[config.mk]
export PLATFORM = sky130hd
export DESIGN_NAME = gpe_mul
export DESIGN_NICKNAME = d
export VERILOG_FILES = /design/src/hw/rtl/gpe_pkg.sv /design/src/hw/rtl/gpe_mul.sv
export SDC_FILE = /design/constraint.sdc
export NUM_CORES = 2
export LEC_CHECK = 0
export ABC_AREA = 1
export BUFFER_PORTS_ARGS = -buffer_cell sky130_fd_sc_hd__clkbuf_2
export CORE_AREA = 2 2 534 324
export DETAILED_ROUTE_END_ITERATION = 10
export DIE_AREA = 0 0 536 326
export GPL_ROUTABILITY_DRIVEN = 0
export PLACE_DENSITY = 0.48
export SYNTH_ARGS = -nofsm -noshare
export SYNTH_HDL_FRONTEND = slang
export SYNTH_SLANG_ARGS = --single-unit
[constraint.sdc]
create_clock -name clock -period 29 [get_ports clock]
set_clock_uncertainty 0.1 [all_clocks]
set_input_delay 1.45 -clock clock [delete_from_list [all_inputs] [get_ports clock]]
set_output_delay 1.45 -clock clock [all_outputs]
set_load 0.1 [all_outputs]
[src/hw/rtl/gpe_pkg.sv]
// shared types, constants and tables of the glide path integrator
`timescale 1ns / 1ps
`default_nettype none

package gpe_pkg;

   // cordic step count (12 to 32)
   localparam int CORDIC_ITERATIONS = 24;
   localparam int ITER_W = 6;

   // fixed point limits and angles in q2.30
   localparam logic [47:0] MAXM = 48'h7FFF_FFFF_FFFF;
   localparam logic signed [34:0] PI_Q30 = 35'sd3373259426;
   localparam logic signed [34:0] HALFPI_Q30 = 35'sd1686629713;
   localparam logic signed [34:0] TWOPI_Q30 = 35'sd6746518852;
   localparam logic [32:0] TWOPI_U = 33'd6746518852;
   localparam logic signed [33:0] GAIN_Q30 = 34'sd652032874;
   localparam logic signed [47:0] HALF_Q16 = 48'sd32768;

   // register indexes
   localparam logic [2:0] REG_TIME_STEP = 3'd0;
   localparam logic [2:0] REG_END_TIME = 3'd1;
   localparam logic [2:0] REG_MASS = 3'd2;
   localparam logic [2:0] REG_GRAVITY = 3'd3;
   localparam logic [2:0] REG_AIR_DENSITY = 3'd4;
   localparam logic [2:0] REG_WING_AREA = 3'd5;
   localparam logic [2:0] REG_LIFT_COEF = 3'd6;
   localparam logic [2:0] REG_DRAG_COEF = 3'd7;

   // input item
   typedef struct packed {
      logic               action;
      logic signed [31:0] initial_speed;
      logic signed [31:0] initial_angle;
      logic signed [47:0] initial_position;
      logic signed [47:0] initial_height;
   } req_type;

   // result item
   typedef struct packed {
      logic [31:0]        time_now;
      logic signed [31:0] speed_now;
      logic signed [31:0] angle_now;
      logic signed [47:0] position_now;
      logic signed [47:0] height_now;
      logic               stopped;
      logic               overflow;
   } rsp_type;

   // request to a shared arithmetic unit
   typedef struct packed {
      logic               start;
      logic signed [47:0] a;
      logic signed [47:0] b;
   } unit_req_type;

   // answer of a shared arithmetic unit
   typedef struct packed {
      logic               done;
      logic               ovf;
      logic signed [47:0] value;
   } unit_rsp_type;

   // magnitude of a signed 48-bit value
   function automatic logic [47:0] mag48(input logic signed [47:0] v);
      mag48 = v[47] ? 48'(-v) : 48'(v);
   endfunction

   // arctangent of 2^-i in q2.30
   function automatic logic [31:0] atan_q30(input logic [4:0] i);
      logic [31:0] r;
      case (i)
         5'd0: r = 32'd843314856;
         5'd1: r = 32'd497837829;
         5'd2: r = 32'd263043836;
         5'd3: r = 32'd133525158;
         5'd4: r = 32'd67021687;
         5'd5: r = 32'd33543515;
         5'd6: r = 32'd16775850;
         5'd7: r = 32'd8388437;
         5'd8: r = 32'd4194282;
         5'd9: r = 32'd2097149;
         5'd10: r = 32'd1048575;
         5'd11: r = 32'd524287;
         5'd12: r = 32'd262143;
         5'd13: r = 32'd131071;
         5'd14: r = 32'd65535;
         5'd15: r = 32'd32767;
         5'd16: r = 32'd16383;
         5'd17: r = 32'd8191;
         5'd18: r = 32'd4095;
         5'd19: r = 32'd2047;
         5'd20: r = 32'd1023;
         5'd21: r = 32'd511;
         5'd22: r = 32'd255;
         5'd23: r = 32'd127;
         5'd24: r = 32'd63;
         5'd25: r = 32'd31;
         5'd26: r = 32'd15;
         5'd27: r = 32'd7;
         5'd28: r = 32'd3;
         5'd29: r = 32'd1;
         default: r = 32'd0;
      endcase
      atan_q30 = r;
   endfunction

endpackage

`default_nettype wire

[src/hw/rtl/gpe_mul.sv]
// multi-cycle saturating fixed point multiplier on one 32x32 multiplier
`timescale 1ns / 1ps
`default_nettype none

module gpe_mul (
   input  wire logic                  clock,
   input  wire logic                  reset,
   input  wire gpe_pkg::unit_req_type req,
   output gpe_pkg::unit_rsp_type      rsp
);

   localparam logic [2:0] MP_IDLE = 3'd0;
   localparam logic [2:0] MP_LOW = 3'd1;
   localparam logic [2:0] MP_MID1 = 3'd2;
   localparam logic [2:0] MP_MID2 = 3'd3;
   localparam logic [2:0] MP_FIN = 3'd4;

   logic [2:0]  phase_ff, phase_in;
   logic [47:0] ua_ff, ua_in, ub_ff, ub_in;
   logic        neg_ff, neg_in;
   logic [63:0] pl_ff, pl_in;
   logic [47:0] pm1_ff, pm1_in, pm2_ff, pm2_in;
   logic [31:0] mop_a, mop_b;
   logic [63:0] prod;
   logic [48:0] mid;
   logic [48:0] sum;
   logic        sat;
   logic [47:0] rmag;

   // operand select for the shared multiplier
   always_comb begin
      case (phase_ff)
         MP_MID1: begin
            mop_a = 32'(ua_ff[47:32]);
            mop_b = ub_ff[31:0];
         end
         MP_MID2: begin
            mop_a = ua_ff[31:0];
            mop_b = 32'(ub_ff[47:32]);
         end
         default: begin
            mop_a = ua_ff[31:0];
            mop_b = ub_ff[31:0];
         end
      endcase
   end

   assign prod = mop_a * mop_b;

   // combine partial products and saturate
   always_comb begin
      mid = {1'b0, pm1_ff} + {1'b0, pm2_ff};
      sum = 49'({mid[30:0], 16'h0000}) + 49'(pl_ff[63:16]);
      sat = ((|ua_ff[47:32]) && (|ub_ff[47:32])) || (|mid[48:31]) ||
            (sum > 49'(gpe_pkg::MAXM));
      rmag = sat ? gpe_pkg::MAXM : sum[47:0];
      rsp.done = (phase_ff == MP_FIN);
      rsp.ovf = sat;
      rsp.value = neg_ff ? -$signed(rmag) : $signed(rmag);
   end

   // sequencing
   always_comb begin
      phase_in = phase_ff;
      ua_in = ua_ff;
      ub_in = ub_ff;
      neg_in = neg_ff;
      pl_in = pl_ff;
      pm1_in = pm1_ff;
      pm2_in = pm2_ff;
      unique case (phase_ff)
         MP_IDLE: begin
            if (req.start) begin
               ua_in = gpe_pkg::mag48(req.a);
               ub_in = gpe_pkg::mag48(req.b);
               neg_in = req.a[47] ^ req.b[47];
               phase_in = MP_LOW;
            end
         end
         MP_LOW: begin
            pl_in = prod;
            phase_in = MP_MID1;
         end
         MP_MID1: begin
            pm1_in = prod[47:0];
            phase_in = MP_MID2;
         end
         MP_MID2: begin
            pm2_in = prod[47:0];
            phase_in = MP_FIN;
         end
         MP_FIN: phase_in = MP_IDLE;
         default: phase_in = MP_IDLE;
      endcase
   end

   always_ff @(posedge clock) begin
      if (reset) begin
         phase_ff <= MP_IDLE;
      end else begin
         phase_ff <= phase_in;
      end
      ua_ff <= ua_in;
      ub_ff <= ub_in;
      neg_ff <= neg_in;
      pl_ff <= pl_in;
      pm1_ff <= pm1_in;
      pm2_ff <= pm2_in;
   end

endmodule

`default_nettype wire

==> run metrics <==
status=complete, no violations; Fin. Hold Viols=0; top cell type's share of synthesized area=35.5%; setup TNS=0 ns; distinct cell type count after synthesis=57; pin count of the biggest net entering global routing=71; Slowest-stage cell, CP=clkinv_1; mapped cell area=0.0506 mm^2; Worst Path Max Fanout=23; ANT nets after route=0; Crit Path Category=reg2reg; top post-synthesis cells by area=fa_1 36%, edfxtp_1 14%, inv_1 11%, nand2_1 10%, ha_1 8.6%; Clock transition at path regs=0.06 ns; CP peak stage delay=1.27 ns; vias per cell=4.89; Sink Count=244; CTS tree=yes; Max Freq=0.0902 GHz; most frequent cells in the layout=1443 x inv_1, 1389 x nand2_1, 898 x fa_1, 822 x nor2_1, 348 x ha_1; Worst setup SP type=register; chip width=536 um; Overall Global Routing Usage=22.5%; H-tree Lvls=1; clk_lat worst skew=0.61 ns; GRT Residual Overflow=0; total number of yosys warnings=0; post-synthesis net count=7668; WL per Instance=22.2 um; Die Height=326 um; layout cells sized above 1=6.73%; Post-Route WL=195000 um; # Post-CTS Setup Buffers=0; Crit. End Element=register; drt first pass iters=6; Via Count=42800; Port Buf Inserts=148; min cycle time layout=11.08 ns; final worst path period share=38.2%; worst relative slew slack=17.2%; Critical Path RT=29.23 ns; # resized after CTS=0; number of synthesized flops with an enable pin=241; Synth area leader=fa_1; Max-Cap Viols=0; register area share after synthesis=14.4%; DRC viols=0; Worst Tran Pin Value=1.23 ns; worst-case clock buffer depth=3; hold_buf cts=0; core area=0.171 mm^2; max-slew violations=0; Area growth, synth to finish=9.40%; initial antenna violation count=5; post-synthesis async set-or-reset flop share=0%; CTS Root Cell=clkbuf_16; Synth Instances=6323; Starting Density=29.7%; row cnt=118; DPL Wire Length=161000 um; Post-synth top flop=edfxtp_1; RSZ-0062 raised after global routing=false; TritonCTS Buffers=29; Setup violations, final=0; Final nets=7785; first-pass GRT wire length=290000 um; synthesized area per cell=8.01 um^2; crit-path most repeated cell=fa_1; most common cell after layout, fill and taps aside=inv_1; initial detailed-routing violation count=4833; number of global-route vias before repair=43100; DIE AREA=0.175 mm^2; Hold Path Class=reg2reg; Yosys reg bits=244; num ports=149; arrival time worst endpoint=11.32 ns
metal layers:
layer	global-route usage, %	part of all wire, %
met5	0	0
met3	7.66	13
met2	28.7	36
met1	35.5	49
met4	4.25	2.1
layout make-up:
type,instances,area (um^2)
antenna,11,27.5
clock buffer,33,741
clock inverter,20,180
fill,18300,115000
inverter,1492,5600
multi-input combinational,4409,37100
sequential,244,7300
tap,2280,2850
timing repair buffer,264,1610
sequential cells by signal, indices dropped and copies added (netlist names):
name      cells
pl_ff        48
pm1_ff       48
pm2_ff       48
ua_ff        48
ub_ff        48
phase_ff      3
neg_ff        1
cell families (layout without fill, tap and decap cells):
| kind of cell | after synthesis | after routing | share of synthesized area (%) |
|---|---|---|---|
| other | 0 | 11 | 0 |
| DFF | 244 | 244 | 14.4 |
| buffers and inverters | 1670 | 1809 | 12.5 |
| adders and majority gates | 1246 | 1246 | 44.1 |
| AOI/OAI and AO/OA | 392 | 392 | 4.38 |
| xor gates and xnor gates | 238 | 238 | 4.12 |
| and+or+nand+nor | 2533 | 2533 | 20.5 |
metrics by stage:
| step | utilization, % | instance area (um^2) | setup slack [ns] | hold WS (ns) | std cells |
|---|---|---|---|---|---|
| after floorplan | - | 50600 | 18.54 | 0.395 | 6323 |
| after global placement | 31.9 | 54400 | 18.29 | 0.501 | 8689 |
| after detailed placement | 31.9 | 54400 | 18.27 | 0.523 | 8689 |
| after CTS | 32.5 | 55400 | 18.21 | 0.534 | 8742 |
| after global routing | 32.5 | 55400 | 17.60 | 0.596 | 8742 |
| final | 32.5 | 55400 | 17.92 | 0.530 | 8753 |
critical path, delay by kind of cell (launching register included):
kind                     cells  cell delay (ns)
XOR/XNOR                     1             0.16
buffers and inverters        6             2.12
adder cells (fa/ha/maj)      9             4.39
AO/OA/AOI/OAI                8             2.05
flip-flops                   1             0.37
AND/OR/NAND/NOR              5             1.57
synthesized netlist by cell type, drive strengths merged (15+ instances only):
cell / instances
nand4: 63
o21bai: 15
nor2: 857
ha: 348
xor2: 146
xnor2: 92
edfxtp: 241
a31oi: 41
o21ai: 121
nand3: 109
inv: 1466
a21oi: 171
fa: 898
nand2: 1397
clkinv: 26
nor3: 52
clkbuf: 160
buf: 18
nor4: 24
worst paths after layout:
path,depth (start not counted),startpoint,to,slack [ns]
worst max-delay path,29,phase_ff[2],pl_ff[62],17.92
worst min-delay path,2,phase_ff[1],phase_ff[0],0.53
worst max register to register,29,phase_ff[2],pl_ff[62],17.92
worst min register to register,2,phase_ff[1],phase_ff[0],0.53
Power is not shown: default switching activity piles up to over one toggle a cycle in this logic, so the estimate is an artifact.
