===== config.mk =====
export PLATFORM = sky130hd
export DESIGN_NAME = gpe_div
export DESIGN_NICKNAME = d
export VERILOG_FILES = /design/src/hw/rtl/gpe_pkg.sv /design/src/hw/rtl/gpe_div.sv
export SDC_FILE = /design/constraint.sdc
export NUM_CORES = 1
export LEC_CHECK = 0
export ABC_AREA = 1
export BUFFER_PORTS_ARGS = -buffer_cell sky130_fd_sc_hd__buf_2
export CORE_MARGIN = 1
export CORE_UTILIZATION = 45
export CTS_BUF_LIST = sky130_fd_sc_hd__clkbuf_8
export CTS_CLUSTER_SIZE = 16
export DETAILED_ROUTE_END_ITERATION = 6
export SLEW_MARGIN = 20
export SYNTH_ARGS = -nofsm -noshare
export SYNTH_HDL_FRONTEND = slang
export SYNTH_SLANG_ARGS = --single-unit

===== constraint.sdc =====
create_clock -name clock -period 8.7 [get_ports clock]
set_input_delay 1.305 -clock clock [delete_from_list [all_inputs] [get_ports clock]]
set_output_delay 1.305 -clock clock [all_outputs]
set_load 0.03 [all_outputs]

===== src/hw/rtl/gpe_pkg.sv =====
// shared types, constants and tables of the glide path integrator
`timescale 1ns / 1ps
`default_nettype none

package gpe_pkg;

   // cordic step count (12 to 32)
   localparam int CORDIC_ITERATIONS = 24;
   localparam int ITER_W = 6;

   // fixed point limits and angles in q2.30
   localparam logic [47:0] MAXM = 48'h7FFF_FFFF_FFFF;
   localparam logic signed [34:0] PI_Q30 = 35'sd3373259426;
   localparam logic signed [34:0] HALFPI_Q30 = 35'sd1686629713;
   localparam logic signed [34:0] TWOPI_Q30 = 35'sd6746518852;
   localparam logic [32:0] TWOPI_U = 33'd6746518852;
   localparam logic signed [33:0] GAIN_Q30 = 34'sd652032874;
   localparam logic signed [47:0] HALF_Q16 = 48'sd32768;

   // register indexes
   localparam logic [2:0] REG_TIME_STEP = 3'd0;
   localparam logic [2:0] REG_END_TIME = 3'd1;
   localparam logic [2:0] REG_MASS = 3'd2;
   localparam logic [2:0] REG_GRAVITY = 3'd3;
   localparam logic [2:0] REG_AIR_DENSITY = 3'd4;
   localparam logic [2:0] REG_WING_AREA = 3'd5;
   localparam logic [2:0] REG_LIFT_COEF = 3'd6;
   localparam logic [2:0] REG_DRAG_COEF = 3'd7;

   // input item
   typedef struct packed {
      logic               action;
      logic signed [31:0] initial_speed;
      logic signed [31:0] initial_angle;
      logic signed [47:0] initial_position;
      logic signed [47:0] initial_height;
   } req_type;

   // result item
   typedef struct packed {
      logic [31:0]        time_now;
      logic signed [31:0] speed_now;
      logic signed [31:0] angle_now;
      logic signed [47:0] position_now;
      logic signed [47:0] height_now;
      logic               stopped;
      logic               overflow;
   } rsp_type;

   // request to a shared arithmetic unit
   typedef struct packed {
      logic               start;
      logic signed [47:0] a;
      logic signed [47:0] b;
   } unit_req_type;

   // answer of a shared arithmetic unit
   typedef struct packed {
      logic               done;
      logic               ovf;
      logic signed [47:0] value;
   } unit_rsp_type;

   // magnitude of a signed 48-bit value
   function automatic logic [47:0] mag48(input logic signed [47:0] v);
      mag48 = v[47] ? 48'(-v) : 48'(v);
   endfunction

   // arctangent of 2^-i in q2.30
   function automatic logic [31:0] atan_q30(input logic [4:0] i);
      logic [31:0] r;
      case (i)
         5'd0: r = 32'd843314856;
         5'd1: r = 32'd497837829;
         5'd2: r = 32'd263043836;
         5'd3: r = 32'd133525158;
         5'd4: r = 32'd67021687;
         5'd5: r = 32'd33543515;
         5'd6: r = 32'd16775850;
         5'd7: r = 32'd8388437;
         5'd8: r = 32'd4194282;
         5'd9: r = 32'd2097149;
         5'd10: r = 32'd1048575;
         5'd11: r = 32'd524287;
         5'd12: r = 32'd262143;
         5'd13: r = 32'd131071;
         5'd14: r = 32'd65535;
         5'd15: r = 32'd32767;
         5'd16: r = 32'd16383;
         5'd17: r = 32'd8191;
         5'd18: r = 32'd4095;
         5'd19: r = 32'd2047;
         5'd20: r = 32'd1023;
         5'd21: r = 32'd511;
         5'd22: r = 32'd255;
         5'd23: r = 32'd127;
         5'd24: r = 32'd63;
         5'd25: r = 32'd31;
         5'd26: r = 32'd15;
         5'd27: r = 32'd7;
         5'd28: r = 32'd3;
         5'd29: r = 32'd1;
         default: r = 32'd0;
      endcase
      atan_q30 = r;
   endfunction

endpackage

`default_nettype wire


===== src/hw/rtl/gpe_div.sv =====
// bit-serial saturating fixed point divider
`timescale 1ns / 1ps
`default_nettype none

module gpe_div (
   input  wire logic                  clock,
   input  wire logic                  reset,
   input  wire gpe_pkg::unit_req_type req,
   output gpe_pkg::unit_rsp_type      rsp
);

   localparam logic [1:0] DP_IDLE = 2'd0;
   localparam logic [1:0] DP_RUN = 2'd1;
   localparam logic [1:0] DP_FIN = 2'd2;

   logic [1:0]  phase_ff, phase_in;
   logic [63:0] num_ff, num_in;
   logic [47:0] rem_ff, rem_in;
   logic [47:0] ud_ff, ud_in;
   logic [5:0]  cnt_ff, cnt_in;
   logic        zero_ff, zero_in;
   logic        nneg_ff, nneg_in;
   logic        dneg_ff, dneg_in;
   logic [47:0] un;
   logic [48:0] shifted, diff;
   logic        ge, sat, neg;
   logic [47:0] qmag;

   // one quotient bit per cycle
   always_comb begin
      un = gpe_pkg::mag48(req.a);
      shifted = {rem_ff, num_ff[63]};
      diff = shifted - {1'b0, ud_ff};
      ge = (shifted >= {1'b0, ud_ff});
   end

   // result and saturation
   always_comb begin
      sat = zero_ff || (|num_ff[63:47]);
      qmag = sat ? gpe_pkg::MAXM : num_ff[47:0];
      neg = zero_ff ? nneg_ff : (nneg_ff ^ dneg_ff);
      rsp.done = (phase_ff == DP_FIN);
      rsp.ovf = sat;
      rsp.value = neg ? -$signed(qmag) : $signed(qmag);
   end

   // sequencing
   always_comb begin
      phase_in = phase_ff;
      num_in = num_ff;
      rem_in = rem_ff;
      ud_in = ud_ff;
      cnt_in = cnt_ff;
      zero_in = zero_ff;
      nneg_in = nneg_ff;
      dneg_in = dneg_ff;
      unique case (phase_ff)
         DP_IDLE: begin
            if (req.start) begin
               num_in = {un, 16'h0000};
               rem_in = '0;
               ud_in = gpe_pkg::mag48(req.b);
               cnt_in = '0;
               zero_in = (req.b == '0);
               nneg_in = req.a[47];
               dneg_in = req.b[47];
               phase_in = (req.b == '0) ? DP_FIN : DP_RUN;
            end
         end
         DP_RUN: begin
            rem_in = ge ? diff[47:0] : shifted[47:0];
            num_in = {num_ff[62:0], ge};
            cnt_in = cnt_ff + 6'd1;
            if (cnt_ff == 6'd63) begin
               phase_in = DP_FIN;
            end
         end
         DP_FIN: phase_in = DP_IDLE;
         default: phase_in = DP_IDLE;
      endcase
   end

   always_ff @(posedge clock) begin
      if (reset) begin
         phase_ff <= DP_IDLE;
      end else begin
         phase_ff <= phase_in;
      end
      num_ff <= num_in;
      rem_ff <= rem_in;
      ud_ff <= ud_in;
      cnt_ff <= cnt_in;
      zero_ff <= zero_in;
      nneg_ff <= nneg_in;
      dneg_ff <= dneg_in;
   end

endmodule

`default_nettype wire


==> results.md, run 1 <==
* Layout cells sized above 1 at 0.0967
* Crit share post-route at 0.673
* CTS Buffer Depth at 2
* Worst-skew pair later-pin latency at 0.50 ns
* Mux share of post-synthesis cell area at 0
* CORE AREA at between 0.03 and 0.04 mm^2
* DR WL/cell at 17.9 um
* Gr usage total at 0.297
* Area Growth Syn to Fin at 9.71%
* DR pass1 iterations at 6
* Syn Nets at 2492
* Port bufs at 148
* Post-Synth Simple-Gate Area at 0.364
* CTS tree: built
* R2R Path Start: rem_ff[32]$_SDFFCE_PN0P_
* Slew headroom at 0.318
* Vias per cell at 5.41
* Height of the die at 188 um
* Post-synth cell types at 46
* CP dominant cell by count: nand2_1
* Wire length of the first global-routing pass at 81100 um
* Final setup violation count at 0
* Synth Area in XOR/XNOR at 0.0705
* Reg2Reg Setup Slack at 4.66 ns
* Fillers at about 3600
* Setup_tns at 0 ns
* Final Non-Filler Cells at between 2000 and 3000
* Max Freq at 171 MHz
* Main combinational cell family by area after synthesis: simple AND/OR/NAND/NOR gates
* Max stage delay on crit path at 0.72 ns
* End of the worst hold path: num_ff[51]$_DFFE_PP_
* Final hold vios at 0
* Reg-to-reg critical path endpoint: rem_ff[25]$_SDFFCE_PN0P_
* Synth Flop Type: edfxtp_1
* Crit path required time at 7.39 ns
* Grt total ovfl at 0
* Mapped Area at about 0.016 mm^2
* WP depth at 15
* Worst-path maximum fanout at 53
* Initial Util at 0.460
* Crit path max-delay family: simple AND/OR/NAND/NOR gates
* Cell Chain, Critical Path: or2_4 -> nor2_8 -> nand2_1 -> nor2_1 -> ha_1 -> inv_1 -> nor2_1 -> nand4_1 -> nor2_2 -> nand4_1 -> nand2_2 -> nand2_1 -> o21ai_1 -> nand2_1 -> buf_2
* Pins Over Slew Limit at 0
* Clk pwr share at 0.190
* Hold depth at 2
* Leak at 7.66 nW
* Total number of vias at roughly 16000
* CP Capture Type: output port
* Reg2Reg Depth at 11
* Yosys reg bits at 171
* NetSw at 0.00137 W
* Max H-tree Level at 4
* Sequential power share at 0.377
* Setup bufs post-CTS at 0
* Worst-margin pin slew at 1.02 ns
* DIE WIDTH at ~190 um
* Syn. warnings at 0
* Nets at between 2000 and 3000
* Switching Fraction at 0.449
* Post-synth EDFFs at 169
* Post-cts resize count at 0
* Ports at 149
* CTS Buf Count at 17
* Hold slack at 0.574 ns
* Initial antenna violation count at 1
* Max_cap viols at 0
* Hold Crit Class: reg2reg
* Seq/Total Area, Yosys at 0.329
* CP startpoint kind: flip-flop
* Fraction of registers with async set or reset after synthesis at 0
* Synth Area in Adders at 0.0432
* Buffer and inverter count on the worst path at 2
* # hold bufs at CTS at 0
* Placed cells at 2888
* Cell row count at 67
* Post-route ant nets at 0
* Pin count of the biggest net entering global routing at 73
* Maximum vdd drop at 0.119 mV
* Worst Path Arrival at roughly 4.6 ns
* DP Wirelength at 42300 um
* Vias in the first global route at 14600
* Most frequent cells in the layout: nand2_1 (613), nor2_1 (411), inv_1 (333), edfxtp_1 (169), buf_2 (148)
* Clk_skew at 0.0204 ns
* Routability Congestion at 0.997
* # clock sinks at 171
* Synthesized instance count at 2340
* Clock-pin slew on the worst setup and hold paths at 0.11 ns
* Die ar. at 0.0353 mm^2
* Syn avg cell area at 6.64 um^2
* DRT iter0 DRCs at 1492
* Residual DRC at 0
* CTS root buffer: clkbuf_8
* Compound-Gate Fraction of Synth Area at 0.0926
* Status: finished, final reports clean
* Crit path time final at 5.86 ns
* Slowest CP cell: nand2_1
* Internal power at 0.00169 W
* Crit path kind: reg2out
* Power Dens Cells at 180 mW/mm^2
* RSZ-0062 raised after global routing: no
* ANT cells at 0
* Combinational share of power at 0.433
* Worst Hold Launch: num_ff[50]$_DFFE_PP_
* Commonest non-fill, non-tap cell in the layout: nand2_1
* Final wirelength at 52300 um
power groups by stage:
stage | sequential, W | clock (W) | combinational [W]
after floorplan | 0.00115 | 0 | 0.000916
after global placement | 0.00117 | 0 | 0.00130
after detailed placement | 0.00117 | 0 | 0.00130
after CTS | 0.00115 | 0.000598 | 0.00131
after global routing | 0.00117 | 0.000624 | 0.00146
final | 0.00115 | 0.000582 | 0.00133
flip-flops by register name, indices dropped and copies added, names as in the netlist:
register / count
nneg_ff: 1
cnt_ff: 6
phase_ff: 2
num_ff: 64
ud_ff: 48
zero_ff: 1
dneg_ff: 1
rem_ff: 48
routing by layer:
layer,global-route usage,routed length [um]
met5,0,13
met4,0.0819,1040
met3,0.0586,3980
met2,0.440,21800
met1,0.436,25400
stage by stage:
| stage | util | total power (W) | area, um^2 | worst slack, ns |
|---|---|---|---|---|
| floorplan | - | 0.00207 | 15500 | 1.01 |
| finish | 0.505 | 0.00306 | 17000 | 2.84 |
| CTS | 0.505 | 0.00306 | 17000 | 2.88 |
| global placement | 0.492 | 0.00247 | 16600 | 3.57 |
| global route | 0.505 | 0.00326 | 17000 | 2.46 |
| detailed placement | 0.492 | 0.00247 | 16600 | 3.45 |
cells in the mapped netlist, types with 39 or more instances:
cell type | n | area (um^2)
nor2_1 | 413 | 1550
edfxtp_1 | 169 | 5070
nor3_1 | 39 | 195
ha_1 | 52 | 651
a21oi_1 | 103 | 515
xnor2_1 | 54 | 473
xor2_1 | 71 | 622
o21ai_0 | 119 | 596
inv_1 | 333 | 1250
nand3_1 | 133 | 666
nand2_1 | 613 | 2300
nand4_1 | 68 | 425
final cells by class:
| class | count | area [um^2] | area share |
|---|---|---|---|
| timing repair buffer | 157 | 808 | 0.0474 |
| clock buffer | 17 | 234 | 0.0137 |
| tap | 448 | 561 | 0.0329 |
| inverter | 337 | 1260 | 0.0742 |
| sequential | 171 | 5110 | 0.300 |
| multi-input combinational | 1775 | 8890 | 0.521 |
| clock inverter | 15 | 174 | 0.0102 |
cells by family (layout without fill, tap and decap cells):
kind of cell / Yosys count / in the layout
adders and majority gates: 53 / 53
buffers and inverters: 394 / 526
xor gates and xnor gates: 125 / 125
DFF: 171 / 171
and+or+nand+nor: 1329 / 1329
AOI/OAI and AO/OA: 268 / 268
worst max-delay path by stage:
stage | startpoint | to | slack, ns
global route | num_ff[59]$_DFFE_PP_ | rsp[28] | 2.46
finish | num_ff[52]$_DFFE_PP_ | rsp[28] | 2.84
detailed placement | num_ff[52]$_DFFE_PP_ | rsp[28] | 3.45
global placement | num_ff[52]$_DFFE_PP_ | rsp[28] | 3.57
CTS | num_ff[52]$_DFFE_PP_ | rsp[28] | 2.88
floorplan | req[96] | cnt_ff[0]$_SDFFCE_PN0P_ | 1.01
worst register-to-register path, delay by kind of cell (launching register included):
kind	cells	cell delay [ns]
simple gates	8	2.13
buf+inv	2	0.78
fa+ha+maj	1	0.44
flops	1	0.47
(Power assumes the default switching activity.)
==> inputs of run 2 (changes only) <==
ABC_AREA = 0   (was 1)
PLACE_DENSITY = 0.67   (was not set)
clock period = 5.15 ns   (was 8.7 ns; I/O delays follow)
==> results.md, run 2 <==
* Internal power at 0.00292 W (was 0.00169 W)
* CP Capture Type: output port (unchanged)
* Cell Chain, Critical Path: nor4_2 -> nand3_1 -> or2_4 -> nor2_2 -> ha_2 -> nand2b_4 -> or4_4 -> or3_4 -> nor4_4 -> nand4b_1 -> or2_4 -> o21ai_1 -> o31ai_1 -> a21o_1 -> buf_2 (was or2_4 -> nor2_8 -> nand2_1 -> nor2_1 -> ha_1 -> inv_1 -> nor2_1 -> nand4_1 -> nor2_2 -> nand4_1 -> nand2_2 -> nand2_1 -> o21ai_1 -> nand2_1 -> buf_2)
* CTS Buf Count at 17 (unchanged)
* Die ar. at 0.0286 mm^2 (was 0.0353 mm^2)
* Hold Crit Class: in2reg (was reg2reg)
* Final hold vios at 0 (unchanged)
* Mapped Area at 0.0125 mm^2 (was 0.0155 mm^2)
* Seq/Total Area, Yosys at 0.408 (was 0.329)
* Syn avg cell area at 8.90 um^2 (was 6.64 um^2)
* CTS Buffer Depth at 2 (unchanged)
* Crit path required time at 4.38 ns (was 7.39 ns)
* Worst Path Arrival at 4.18 ns (was 4.55 ns)
* Crit path max-delay family: simple AND/OR/NAND/NOR gates (unchanged)
* Leading area contributor after synthesis: edfxtp_1 (unchanged)
* Gr usage total at 0.217 (was 0.297)
* Maximum vdd drop at 0.165 mV (was 0.119 mV)
* Clk_skew at 0.0179 ns (was 0.0204 ns)
* Placed cell areas at 0.0137 mm^2 (was 0.0166 mm^2)
* CTS tree: built (unchanged)
* Worst-margin pin slew at 0.836 ns (was 1.02 ns)
* Power Dens Cells at 329 mW/mm^2 (was 180 mW/mm^2)
* CTS root buffer: clkbuf_8 (unchanged)
* Slowest CP cell: or3_4 (was nand2_1)
* Grt total ovfl at 0 (unchanged)
* Dominant cells by area after synthesis: edfxtp_1 (40%), nand2_1 (6.1%), xnor2_1 (5.9%) (was edfxtp_1 (33%), nand2_1 (15%), nor2_1 (10%))
* Pins Over Slew Limit at 0 (unchanged)
* Initial Util at 0.462 (was 0.460)
* Synth Flop Type: edfxtp_1 (unchanged)
* Worst-skew pair later-pin latency at 0.47 ns (was 0.50 ns)
* Crit share post-route at 0.961
* Commonest non-fill, non-tap cell in the layout: nand2_1 (unchanged)
* Switching Fraction at 0.379 (was 0.449)
* Largest Register: num_ff (unchanged)
* RSZ-0062 raised after global routing: yes (was no)
* Max stage delay on crit path at 0.44 ns (was 0.72 ns)
* DR pass1 iterations at 5 (was 6)
* Synth cell count leaders: nand2_1 (204), edfxtp_1 (169), o21ai_0 (119) (was nand2_1 (613), nor2_1 (413), inv_1 (333))
* DRT iter0 DRCs at 767 (was 1492)
* Nets at 1681 (was 2611)
* Slew headroom at 0.443 (was 0.318)
* Total Power at 0.00470 W (was 0.00306 W)
* Post-route ant nets at 0 (unchanged)
* Largest registers: num_ff x64, rem_ff x48, ud_ff x48 (unchanged)
* Final setup violation count at 0 (unchanged)
* End of the critical path: rsp[44] (was rsp[28])
* Final wirelength at 31100 um (was 52300 um)
* Reg2Reg Setup Slack at 0.94 ns (was 4.66 ns)
* Yosys reg bits at 171 (unchanged)
* Pin count of the biggest net entering global routing at 71 (was 73)
* Routability Congestion at 0.886 (was 0.997)
* Fillers at 2598 (was 3579)
* Max reg flops at 64 (unchanged)
* Reg-to-reg critical path endpoint: rem_ff[46]$_SDFFCE_PN0P_ (was rem_ff[25]$_SDFFCE_PN0P_)
* Syn. warnings at 0 (unchanged)
* Leak at 5.56 nW (was 7.66 nW)
* Wire length of the first global-routing pass at 50100 um (was 81100 um)
* DIE WIDTH at 169 um (was 188 um)
* Syn Nets at 1561 (was 2492)
* Clk pwr share at 0.219 (was 0.190)
* Height of the die at 169 um (was 188 um)
* Hold depth at 2 (unchanged)
* Top-count cell post-synth: nand2_1 (unchanged)
* CORE AREA at 0.0272 mm^2 (was 0.0338 mm^2)
* CP dominant cell by count: or2_4 (was nand2_1)
* R2R Path Start: num_ff[63]$_DFFE_PP_ (was rem_ff[32]$_SDFFCE_PN0P_)
* DP Wirelength at 23000 um (was 42300 um)
* Crit path kind: reg2out (unchanged)
* Fin area at 0.0143 mm^2 (was 0.0170 mm^2)
* Most frequent cells in the layout: nand2_1 (203), edfxtp_1 (169), buf_2 (142), o21ai_0 (117), a21oi_1 (102) (was nand2_1 (613), nor2_1 (411), inv_1 (333), edfxtp_1 (169), buf_2 (148))
* WP depth at 15 (unchanged)
* Worst setup path startpoint: num_ff[55]$_DFFE_PP_ (was num_ff[52]$_DFFE_PP_)
* Vias per cell at 5.70 (was 5.41)
* Post-synth cell types at 62 (was 46)
* Cell row count at 60 (was 67)
* NetSw at 0.00178 W (was 0.00137 W)
* Max Freq at 202 MHz
* Buffer and inverter count on the worst path at 1 (was 2)
* Post-synth EDFFs at 169 (unchanged)
* Sequential power share at 0.413 (was 0.377)
* Area Growth Syn to Fin at 13.9% (was 9.71%)
* Fraction of registers with async set or reset after synthesis at 0 (unchanged)
* Vias in the first global route at 10100 (was 14600)
* Combinational share of power at 0.368 (was 0.433)
* Reg2Reg Depth at 13 (was 11)
* # hold bufs at CTS at 0 (unchanged)
* DR WL/cell at 16.2 um (was 17.9 um)
* Final Util at 0.526 (was 0.505)
* Initial antenna violation count at 0 (was 1)
* # clock sinks at 171 (unchanged)
* Total number of vias at 10900 (was 15800)
* Residual DRC at 0 (unchanged)
* Worst-path maximum fanout at 7 (was 53)
* Layout cells sized above 1 at 0.166 (was 0.0967)
* Ports at 149 (unchanged)
* Port bufs at 148 (unchanged)
* Synthesized instance count at 1409 (was 2340)
* Status: finished, final reports clean (unchanged)
* Max_cap viols at 0 (unchanged)
* Crit path time final at slightly below 5 ns
* Clock-pin slew on the worst setup and hold paths at 0.09 ns (was 0.11 ns)
* Max H-tree Level at 4 (unchanged)
* Synth top area share at 0.405 (was 0.327)
* CP startpoint kind: flip-flop (unchanged)
==> run 2: how the worst min path moves through the flow <==
| stage | start | end | slack, ns |
|---|---|---|---|
| 2_1_floorplan | phase_ff[1]$_SDFFE_PP0P_ | phase_ff[1]$_SDFFE_PP0P_ | 0.51 |
| 3_3_place_gp | num_ff[51]$_DFFE_PP_ | num_ff[52]$_DFFE_PP_ | 0.54 |
| 3_5_place_dp | num_ff[61]$_DFFE_PP_ | num_ff[62]$_DFFE_PP_ | 0.56 |
| 4_1_cts | reset | phase_ff[0]$_SDFFE_PP0P_ | 0.46 |
| 5_1_grt | reset | phase_ff[0]$_SDFFE_PP0P_ | 0.48 |
| 6_report | reset | phase_ff[0]$_SDFFE_PP0P_ | 0.49 |
==> run 2: layout make-up <==
| cell class | instances | area [um^2] | share of cell area |
|---|---|---|---|
| inverters | 69 | 259 | 0.0181 |
| diodes | 1 | 2.50 | 0.000175 |
| flip-flops and latches | 171 | 5110 | 0.358 |
| clock buffers | 17 | 234 | 0.0164 |
| repair buffers | 171 | 932 | 0.0653 |
| clock inverters | 15 | 186 | 0.0131 |
| multi-input cells | 1099 | 7090 | 0.496 |
| well taps | 372 | 465 | 0.0326 |
==> run 2: routing by layer <==
layer,global-route usage,up-vias,wire length [um]
met5,0,-,0
met3,0.0245,30,1380
met4,0.0623,0,466
li1,-,5377,-
met1,0.294,5211,14400
met2,0.367,290,14900
==> run 2: repair_timing <==
action | 4_1_cts | 5_1_grt
pin swaps | 1 | 8
resized for setup | 6 | 30
endpoints found under the setup margin | 8 | 21
setup buffers | 1 | 2
==> run 2: power by group through the flow <==
stage | logic (W) | registers (W) | clock network [W]
global placement | 0.00168 | 0.00196 | 0
finish | 0.00173 | 0.00194 | 0.00103
floorplan | 0.00127 | 0.00192 | 0
global route | 0.00191 | 0.00196 | 0.00109
CTS | 0.00172 | 0.00193 | 0.00105
detailed placement | 0.00171 | 0.00196 | 0
==> run 2: metrics by stage <==
stage	worst slack (ns)	instances	setup TNS [ns]	hold WS (ns)
6_report	0.199	1915	0	0.494
3_5_place_dp	0.255	1879	0	0.562
3_3_place_gp	0.327	1879	0	0.545
5_1_grt	-0.0274	1914	-0.0547	0.481
2_1_floorplan	0.00798	1409	0	0.507
4_1_cts	0.00210	1912	0	0.464
==> run 2: cell families after synthesis <==
| kind of cell | count (synthesis) | synth area share |
|---|---|---|
| simple gates | 499 | 0.192 |
| compound gates | 391 | 0.194 |
| flops | 171 | 0.408 |
| xor+xnor | 150 | 0.105 |
| buf+inv | 139 | 0.0425 |
| fa+ha+maj | 53 | 0.0535 |
| mux | 6 | 0.00479 |
